[src/rtl/lcmsf_pkg.sv]
// shared constants and the rounding/saturation helper for the load cell median spike filter
// no dependencies
`default_nettype none

package lcmsf_pkg;

  localparam int CFG_IDX_W = 3;
  localparam int CFG_DATA_W = 32;

  localparam logic [CFG_IDX_W-1:0] CFG_DIFF_MODE = 3'd0;
  localparam logic [CFG_IDX_W-1:0] CFG_TARE      = 3'd1;
  localparam logic [CFG_IDX_W-1:0] CFG_SCALE     = 3'd2;
  localparam logic [CFG_IDX_W-1:0] CFG_DEADBAND  = 3'd3;
  localparam logic [CFG_IDX_W-1:0] CFG_SPIKE_LIM = 3'd4;
  localparam logic [CFG_IDX_W-1:0] CFG_GAIN      = 3'd5;
  localparam logic [CFG_IDX_W-1:0] CFG_TIMEOUT   = 3'd6;

  localparam logic OP_SAMPLE = 1'b0;
  localparam logic OP_TICK   = 1'b1;

  localparam int MUL_W = 33;
  localparam int PROD_W = 2 * MUL_W;

  localparam logic [16:0] GAIN_ONE = 17'd65536;
  localparam logic [15:0] TIMEOUT_MIN = 16'd10;
  localparam logic [15:0] AGE_MAX = 16'hFFFF;
  localparam logic signed [MUL_W-1:0] GRAVITY_Q16 = 33'sd642689;

  // round to nearest (halves up) by 2^8 or 2^16, then saturate to 32 bits
  function automatic logic signed [31:0] rnd_sat(input logic signed [PROD_W:0] x,
                                                 input logic sh16);
    logic signed [PROD_W:0] y;
    logic signed [PROD_W:0] q;
    y = x + (sh16 ? (PROD_W+1)'(32768) : (PROD_W+1)'(128));
    q = sh16 ? (y >>> 16) : (y >>> 8);
    if (q > (PROD_W+1)'(64'sh7FFFFFFF)) begin
      return 32'sh7FFFFFFF;
    end else if (q < -(PROD_W+1)'(64'sh80000000)) begin
      return 32'sh80000000;
    end else begin
      return q[31:0];
    end
  endfunction

endpackage

`default_nettype wire

[src/rtl/load_cell_median_spike_filter.sv]
// Load cell median spike filter: sequencer, window, configuration and result register.
// Uses lcmsf_pkg, lcmsf_rank (median search) and lcmsf_mul (shared multiplier).
//
// Input words (in_valid/in_ready) are either a sample (operation 0) or a 1 ms tick.
// One word produces exactly one result word on out_valid/out_ready.
// Config writes (cfg_write_enable, cfg_index, cfg_data) are for idle only; the
// user must keep to this, since the block itself does not enforce it.
// A tick or an incomplete sample goes straight to S_DONE, which loads the result
// register once the output register is free and then returns to S_IDLE.
// A sample walks the window once for the spike check (once it holds three or more
// entries), again for the new median, then uses the shared multiplier for mass,
// two EMA products (not on the first, seeding sample) and force; a spike ends it
// early. The window rank search and the single multiplier set how long it takes.
// in_ready is high only while the sequencer is idle; one word is in work at a time.
// The finished word sits in an output register; a stalled receiver holds it while
// the next word is accepted and processed, and only the final handoff waits.
// Synchronous reset clears the window, filter state, counters and registers to
// their defaults and empties the output register.
`default_nettype none

module load_cell_median_spike_filter
  import lcmsf_pkg::*;
#(
  parameter int WINDOW_DEPTH = 5,
  parameter int SAMPLE_BITS = 16
) (
  input  wire logic                          clk,
  input  wire logic                          rst,
  input  wire logic                          in_valid,
  output logic                               in_ready,
  input  wire logic                          operation,
  input  wire logic signed [SAMPLE_BITS-1:0] positive_sample,
  input  wire logic signed [SAMPLE_BITS-1:0] negative_sample,
  input  wire logic                          positive_present,
  input  wire logic                          negative_present,
  output logic                               out_valid,
  input  wire logic                          out_ready,
  output logic signed [16:0]                 filtered_counts,
  output logic signed [31:0]                 mass_value,
  output logic signed [31:0]                 force_value,
  output logic                               result_valid,
  output logic [31:0]                        spike_total,
  output logic                               sample_accepted,
  input  wire logic                          cfg_write_enable,
  input  wire logic [CFG_IDX_W-1:0]          cfg_index,
  input  wire logic [CFG_DATA_W-1:0]         cfg_data
);

  localparam int RAW_W = SAMPLE_BITS + 1;
  localparam int IW = $clog2(WINDOW_DEPTH);
  localparam int FW = $clog2(WINDOW_DEPTH+1);

  typedef enum logic [3:0] {
    S_IDLE, S_MED1, S_CHECK, S_INSERT, S_MED2, S_M1, S_M2,
    S_E1, S_E2, S_E3, S_F1, S_F2, S_DONE
  } state_t;

  state_t state;

  // configuration
  logic               diff_mode;
  logic signed [16:0] tare;
  logic signed [31:0] scale;
  logic [15:0]        deadband;
  logic [15:0]        spike_limit;
  logic [16:0]        gain;
  logic [15:0]        timeout;

  // filter state
  logic signed [RAW_W-1:0] win [WINDOW_DEPTH];
  logic [FW-1:0]           fill;
  logic [IW-1:0]           slot;
  logic [IW-1:0]           cand;
  logic signed [RAW_W-1:0] raw;
  logic signed [RAW_W-1:0] med;
  logic signed [RAW_W-1:0] median_counts;
  logic signed [31:0]      smoothed;
  logic signed [31:0]      force_q;
  logic signed [31:0]      mass_q;
  logic signed [PROD_W-1:0] ema_p1;
  logic                    seeded;
  logic                    valid_flag;
  logic [31:0]             spike_counter;
  logic [15:0]             ms_age;
  logic                    seen;
  logic                    accepted;

  logic hit;
  logic signed [MUL_W-1:0] mul_a, mul_b;
  logic signed [PROD_W-1:0] mul_p;

  lcmsf_rank #(.DEPTH(WINDOW_DEPTH), .RAW_W(RAW_W)) u_rank (
    .win(win), .cand(cand), .fill(fill), .hit(hit)
  );

  lcmsf_mul u_mul (.clk(clk), .a(mul_a), .b(mul_b), .p(mul_p));

  // combinational helpers
  logic [16:0]        gain_c;
  logic [15:0]        timeout_c;
  logic [15:0]        ms_next;
  logic signed [RAW_W-1:0] raw_next;
  logic signed [31:0] dev;
  logic [31:0]        dev_abs;
  logic signed [31:0] delta;
  logic [31:0]        delta_abs;
  logic signed [31:0] delta_db;
  logic signed [31:0] mass_c;
  logic signed [31:0] ema_c;
  logic signed [31:0] force_c;
  logic               neg_ok;
  logic               scale_nz;

  assign gain_c = (gain > GAIN_ONE) ? GAIN_ONE : gain;
  assign timeout_c = (timeout < TIMEOUT_MIN) ? TIMEOUT_MIN : timeout;
  assign ms_next = (ms_age < AGE_MAX) ? ms_age + 16'd1 : ms_age;
  assign raw_next = diff_mode ? RAW_W'(positive_sample) - RAW_W'(negative_sample)
                              : RAW_W'(positive_sample);
  assign neg_ok = !diff_mode || negative_present;
  assign scale_nz = (scale != 32'sd0);

  assign dev = 32'(raw) - 32'(med);
  assign dev_abs = dev[31] ? 32'(-dev) : 32'(dev);
  assign delta = 32'(median_counts) - 32'(tare);
  assign delta_abs = delta[31] ? 32'(-delta) : 32'(delta);
  assign delta_db = (delta_abs < {16'd0, deadband}) ? 32'sd0 : delta;

  assign mass_c = rnd_sat((PROD_W+1)'(mul_p), 1'b0);
  assign ema_c = rnd_sat((PROD_W+1)'(ema_p1) + (PROD_W+1)'(mul_p), 1'b1);
  assign force_c = rnd_sat((PROD_W+1)'(mul_p), 1'b1);

  always_comb begin
    case (state)
      S_M1: begin
        mul_a = MUL_W'(delta_db);
        mul_b = MUL_W'(scale);
      end
      S_E1: begin
        mul_a = MUL_W'($signed({1'b0, gain_c}));
        mul_b = MUL_W'(mass_q);
      end
      S_E2: begin
        mul_a = MUL_W'($signed({1'b0, GAIN_ONE - gain_c}));
        mul_b = MUL_W'(smoothed);
      end
      S_F1: begin
        mul_a = MUL_W'(smoothed);
        mul_b = GRAVITY_Q16;
      end
      default: begin
        mul_a = '0;
        mul_b = '0;
      end
    endcase
  end

  assign in_ready = (state == S_IDLE);

  always_ff @(posedge clk) begin
    if (rst) begin
      state <= S_IDLE;
      diff_mode <= 1'b1;
      tare <= '0;
      scale <= '0;
      deadband <= 16'd2;
      spike_limit <= 16'd120;
      gain <= 17'd5243;
      timeout <= 16'd200;
      for (int i = 0; i < WINDOW_DEPTH; i++) begin
        win[i] <= '0;
      end
      fill <= '0;
      slot <= '0;
      cand <= '0;
      median_counts <= '0;
      smoothed <= '0;
      force_q <= '0;
      seeded <= 1'b0;
      valid_flag <= 1'b0;
      spike_counter <= '0;
      ms_age <= '0;
      seen <= 1'b0;
      accepted <= 1'b0;
      out_valid <= 1'b0;
    end else begin
      if (out_valid && out_ready && state != S_DONE) begin
        out_valid <= 1'b0;
      end
      if (cfg_write_enable) begin
        case (cfg_index)
          CFG_DIFF_MODE: diff_mode <= cfg_data[0];
          CFG_TARE:      tare <= cfg_data[16:0];
          CFG_SCALE:     scale <= cfg_data[31:0];
          CFG_DEADBAND:  deadband <= cfg_data[15:0];
          CFG_SPIKE_LIM: spike_limit <= cfg_data[15:0];
          CFG_GAIN:      gain <= cfg_data[16:0];
          CFG_TIMEOUT:   timeout <= cfg_data[15:0];
          default: ;
        endcase
      end
      case (state)
        S_IDLE: begin
          if (in_valid) begin
            accepted <= 1'b0;
            cand <= '0;
            if (operation == OP_TICK) begin
              if (seen) begin
                ms_age <= ms_next;
                if (ms_next > timeout_c) valid_flag <= 1'b0;
              end
              state <= S_DONE;
            end else if (!positive_present || !neg_ok) begin
              valid_flag <= 1'b0;
              state <= S_DONE;
            end else begin
              raw <= raw_next;
              ms_age <= '0;
              seen <= 1'b1;
              state <= (fill >= FW'(3)) ? S_MED1 : S_INSERT;
            end
          end
        end
        S_MED1: begin
          if (hit) begin
            med <= win[cand];
            state <= S_CHECK;
          end else begin
            cand <= cand + IW'(1);
          end
        end
        S_CHECK: begin
          if (dev_abs > {16'd0, spike_limit}) begin
            spike_counter <= spike_counter + 32'd1;
            valid_flag <= scale_nz;
            state <= S_DONE;
          end else begin
            state <= S_INSERT;
          end
        end
        S_INSERT: begin
          win[slot] <= raw;
          slot <= (slot == IW'(WINDOW_DEPTH-1)) ? '0 : slot + IW'(1);
          if (fill < FW'(WINDOW_DEPTH)) fill <= fill + FW'(1);
          cand <= '0;
          state <= S_MED2;
        end
        S_MED2: begin
          if (hit) begin
            median_counts <= win[cand];
            state <= S_M1;
          end else begin
            cand <= cand + IW'(1);
          end
        end
        S_M1: state <= S_M2;
        S_M2: begin
          if (!seeded) begin
            smoothed <= mass_c;
            seeded <= 1'b1;
            state <= S_F1;
          end else begin
            mass_q <= mass_c;
            state <= S_E1;
          end
        end
        S_E1: state <= S_E2;
        S_E2: begin
          ema_p1 <= mul_p;
          state <= S_E3;
        end
        S_E3: begin
          smoothed <= ema_c;
          state <= S_F1;
        end
        S_F1: state <= S_F2;
        S_F2: begin
          force_q <= force_c;
          valid_flag <= scale_nz;
          accepted <= 1'b1;
          state <= S_DONE;
        end
        S_DONE: begin
          if (!out_valid || out_ready) begin
            filtered_counts <= 17'(32'(median_counts));
            mass_value <= smoothed;
            force_value <= force_q;
            result_valid <= valid_flag;
            spike_total <= spike_counter;
            sample_accepted <= accepted;
            out_valid <= 1'b1;
            state <= S_IDLE;
          end
        end
        default: state <= S_IDLE;
      endcase
    end
  end

  a_fill_bound: assert property (@(posedge clk) disable iff (rst)
    fill <= FW'(WINDOW_DEPTH)) else $error("window fill beyond depth");

  a_slot_bound: assert property (@(posedge clk) disable iff (rst)
    slot < IW'(WINDOW_DEPTH)) else $error("window slot out of range");

  a_spike_step: assert property (@(posedge clk) disable iff (rst)
    !$stable(spike_counter) |-> spike_counter == $past(spike_counter) + 32'd1)
    else $error("spike counter jumped");

  a_slot_fill: assert property (@(posedge clk) disable iff (rst)
    fill < FW'(WINDOW_DEPTH) |-> FW'(slot) == fill)
    else $error("slot and fill disagree while filling");

endmodule

`default_nettype wire

[src/rtl/lcmsf_mul.sv]
// shared signed multiplier with registered product
// uses lcmsf_pkg for operand widths
`default_nettype none

module lcmsf_mul
  import lcmsf_pkg::*;
(
  input  wire logic                     clk,
  input  wire logic signed [MUL_W-1:0]  a,
  input  wire logic signed [MUL_W-1:0]  b,
  output logic signed [PROD_W-1:0]      p
);

  always_ff @(posedge clk) begin
    p <= a * b;
  end

endmodule

`default_nettype wire

[src/rtl/lcmsf_rank.sv]
// rank test of one window entry: flags the entry sitting at the median position
// no package dependencies
`default_nettype none

module lcmsf_rank #(
  parameter int DEPTH = 5,
  parameter int RAW_W = 17
) (
  input  wire logic signed [RAW_W-1:0]          win [DEPTH],
  input  wire logic [$clog2(DEPTH)-1:0]         cand,
  input  wire logic [$clog2(DEPTH+1)-1:0]       fill,
  output logic                                  hit
);

  localparam int IW = $clog2(DEPTH);
  localparam int FW = $clog2(DEPTH+1);

  logic signed [RAW_W-1:0] v;
  logic [FW-1:0] cnt;

  assign v = win[cand];

  always_comb begin
    cnt = '0;
    for (int j = 0; j < DEPTH; j++) begin
      if (FW'(j) < fill) begin
        if (win[j] < v || (win[j] == v && IW'(j) < cand)) begin
          cnt = cnt + FW'(1);
        end
      end
    end
    hit = (cnt == (fill >> 1));
  end

endmodule

`default_nettype wire
[config.mk]
export PLATFORM = sky130hd
export DESIGN_NAME = load_cell_median_spike_filter
export DESIGN_NICKNAME = d
export VERILOG_FILES = /design/src/rtl/lcmsf_pkg.sv /design/src/rtl/load_cell_median_spike_filter.sv /design/src/rtl/lcmsf_mul.sv /design/src/rtl/lcmsf_rank.sv
export SDC_FILE = /design/constraint.sdc
export NUM_CORES = 2
export LEC_CHECK = 0
export BUFFER_PORTS_ARGS = -buffer_cell sky130_fd_sc_hd__buf_2
export CAP_MARGIN = 20
export CORE_MARGIN = 5
export CORE_UTILIZATION = 45
export CTS_CLUSTER_DIAMETER = 50
export DETAILED_ROUTE_END_ITERATION = 10
export MAX_ROUTING_LAYER = met4
export SLEW_MARGIN = 0
export SYNTH_ARGS = -nofsm -noshare
export SYNTH_HDL_FRONTEND = slang
export SYNTH_SLANG_ARGS = --single-unit
[constraint.sdc]
create_clock -name clk -period 15.63 [get_ports clk]
set_clock_uncertainty 0.1 [all_clocks]
set_input_delay 3.126 -clock clk [delete_from_list [all_inputs] [get_ports clk]]
set_output_delay 3.126 -clock clk [all_outputs]
set_load 0.05 [all_outputs]
==> summary.md <==
| Metric | Value |
|---|---|
| Status | `finished clean` |
| Largest area contributor in the netlist | `fa_1` |
| Cell area after layout | `0.0850 mm^2` |
| EDFF count, synth | `247` |
| Setup bufs post-CTS | `0` |
| Place WS | `1.08 ns` |
| Worst Max-Slew Pin Slew | `1.12 ns` |
| Drt first pass iters | `9` |
| Fin. Hold Viols | `0` |
| CP startpoint kind | `register` |
| Largest net degree at the start of global routing | `100` |
| DRC | `0` |
| Detailed Place HPWL | `210000 um` |
| Max VDD drop | `roughly 0.085 mV` |
| Crit-path most repeated cell | `fa_1` |
| Cell Area, Synth | `0.0786 mm^2` |
| Yosys warning total | `0` |
| Crit path DAT | `15.13 ns` |
| Mapped Cells | `8759` |
| Die X | `approximately 430 um` |
| Avg Inst Size Synth | `8.97 um^2` |
| WL/cell | `24.0 um` |
| CP Class | `reg -> reg` |
| Nets | `10.5k` |
| ANT nets after route | `0` |
| Placed Cells | `around 11k` |
| CTS sink cnt | `660` |
| Site row count | `153` |
| Max Cap Violations | `0` |
| Port-buffer cells | `191` |
| TNS Setup | `0 ns` |
| LEAKAGE | `37.8 nW` |
| Later-pin clock latency in the skew report | `approximately 0.69 ns` |
| DR vias/cell | `5.81` |
| Power Dens Cells | `roughly 70 mW/mm^2` |
| GRT Util Overall | `0.296` |
| Part of the power in registers | `0.344` |
| Layout cells sized above 1 | `0.0710` |
| Grt ovf | `0` |
| Vias in the first global route | `roughly 66k` |
| Ys async rst share | `0` |
| Fin crit share | `0.940` |
| Synthesized flop and latch total | `660` |
| Min Tclk post-route | `14.70 ns` |
| Depth of the CTS H-tree | `3` |
| Initial Util | `0.452` |
| Net Sw Power | `0.00232 W` |
| CTS Buffer Depth | `3` |
| Initial antenna violation count | `6` |
| Most used flip-flop cell after synthesis | `dfxtp_1` |
| RSZ-0062 raised after global routing | `no` |
| Hold-fix buffers, CTS | `0` |
| Non-filler cells, final | `roughly 11k` |
| Overall routed net length | `267000 um` |
| Gates resized, CTS repair | `0` |
| CTS root buffer | `clkbuf_16` |
| Slew HR | `0.252` |
| I/O pin count | `192` |
| Global-route wire length before repair | `408000 um` |
| Worst path slowest cell | `o21a_1` |
| WP data required | `16.07 ns` |
| Clock power frac | `0.335` |
| Post-synthesis sequential area ratio | `0.200` |
| Worst setup margin | `slightly above 0.9 ns` |
| Area of the multi-input gates | `0.0564 mm^2` |
| Max Slew Vio Count | `0` |
| Final setup viols | `0` |
| Worst-path clk slew | `0.06 ns` |
| Net count after synthesis | `between 10k and 15k` |
| Area after DPL | `between 0.08 and 0.09 mm^2` |
| Total clock buffers created by CTS | `84` |
| Element type at the critical path end | `register` |
| Global placer's final weighted congestion | `0.973` |
| Via count | `approximately 65k` |
| Synth cell types | `105` |
| Area Overhead vs Synth | `8.13%` |
| Sequential cell area | `0.0157 mm^2` |
| Largest stage delay, worst path | `0.97 ns` |
| Most frequent cell after synthesis | `inv_1` |
| Fillers | `between 15k and 20k` |
| Internal Dissipation | `0.00363 W` |
| CP Max Fanout | `17` |
| Synth top area cells | `fa_1 (29%), dfxtp_1 (11%), edfxtp_1 (9.4%)` |
| Max Freq | `around 68 MHz` |
| HP Class | `reg -> reg` |
| Sw Ratio | `0.390` |
| Combinational share of power | `0.322` |
| Most frequent cells after synthesis | `inv_1 (1302), fa_1 (1125), nand2_1 (977), nor2_1 (703), a21oi_1 (559)` |
| Core area | `0.174 mm^2` |
| TritonCTS clock tree | `yes` |
| Chip height | `428 um` |
| Iter 0 DRT Violations | `5411` |
| Post-synth top area share | `0.287` |
| Die ar. | `0.183 mm^2` |
| Worst hold slack | `0.319 ns` |
worst max-delay path, delay by kind of cell, from the launching register on:
family	cells	cell delay, ns
adder cells (fa/ha/maj)	12	5.42
AO/OA/AOI/OAI	15	5.08
AND/OR/NAND/NOR	8	2.39
XOR/XNOR	2	0.89
flip-flops	1	0.33
buffers and inverters	5	0.28
power groups by stage:
stage | clock, W | sequential [W] | combinational, W
2_1_floorplan | 0 | 0.00206 | 0.00118
3_3_place_gp | 0 | 0.00207 | 0.00185
3_5_place_dp | 0 | 0.00208 | 0.00187
4_1_cts | 0.00202 | 0.00204 | 0.00188
5_1_grt | 0.00210 | 0.00205 | 0.00205
6_report | 0.00199 | 0.00204 | 0.00191
per-layer routing:
metal,global-route usage,share of wire
met5,-,0
met4,0.131,0.054
met3,0.0406,0.061
met2,0.486,0.49
met1,0.367,0.40
area by class of cell:
type,count,area share
antenna,3,0.0000883
clock buffer,103,0.0263
clock inverter,52,0.00720
inverter,1303,0.0576
multi-input combinational,6309,0.664
sequential,660,0.185
tap,2325,0.0342
timing repair buffer,350,0.0264
cells in the final DEF, fill, tap and decap left out, types with 151 or more instances in the layout:
| cell | count |
|---|---|
| inv_1 | 1302 |
| nand2_1 | 970 |
| fa_1 | 1125 |
| nor2_1 | 696 |
| o21ai_0 | 214 |
| a21oi_1 | 553 |
| xnor2_1 | 179 |
| ha_1 | 543 |
| buf_4 | 151 |
| buf_2 | 190 |
| edfxtp_1 | 247 |
| a21o_1 | 397 |
| dfxtp_1 | 412 |
final timing paths:
path | from | to | slack, ns | cells past startpoint
setup / recovery | median_counts[0] | u_mul.p[63] | 0.93 | 42
hold / removal | force_q[26] | force_value[26] | 0.32 | 0
setup reg to reg | median_counts[0] | u_mul.p[63] | 0.93 | 42
hold reg to reg | force_q[26] | force_value[26] | 0.32 | 0
state kept, by name, summed over array words and instances (netlist names), 17 cells and up:
| register | count |
|---|---|
| ema_p1 | 66 |
| filtered_counts | 17 |
| force_q | 32 |
| force_value | 32 |
| gain | 17 |
| mass_q | 32 |
| mass_value | 32 |
| med | 17 |
| median_counts | 17 |
| raw | 17 |
| scale | 32 |
| smoothed | 32 |
| spike_counter | 32 |
| spike_total | 32 |
| tare | 17 |
| u_mul.p | 66 |
| win | 85 |
stage by stage:
| stage | power (W) | util |
|---|---|---|
| after detailed placement | 0.00395 | 0.472 |
| final | 0.00594 | 0.489 |
| after global routing | 0.00620 | 0.489 |
| after floorplan | 0.00323 | - |
| after global placement | 0.00393 | 0.472 |
| after CTS | 0.00595 | 0.489 |
cells by family after synthesis:
kind of cell               share of synthesized area
and+or+nand+nor                                0.135
AOI/OAI and AO/OA                              0.161
buffers and inverters                         0.0878
adders and majority gates                      0.373
DFF                                            0.200
xor gates and xnor gates                      0.0312
muxes                                         0.0118
Note: power is estimated with default switching activity, not from simulation.
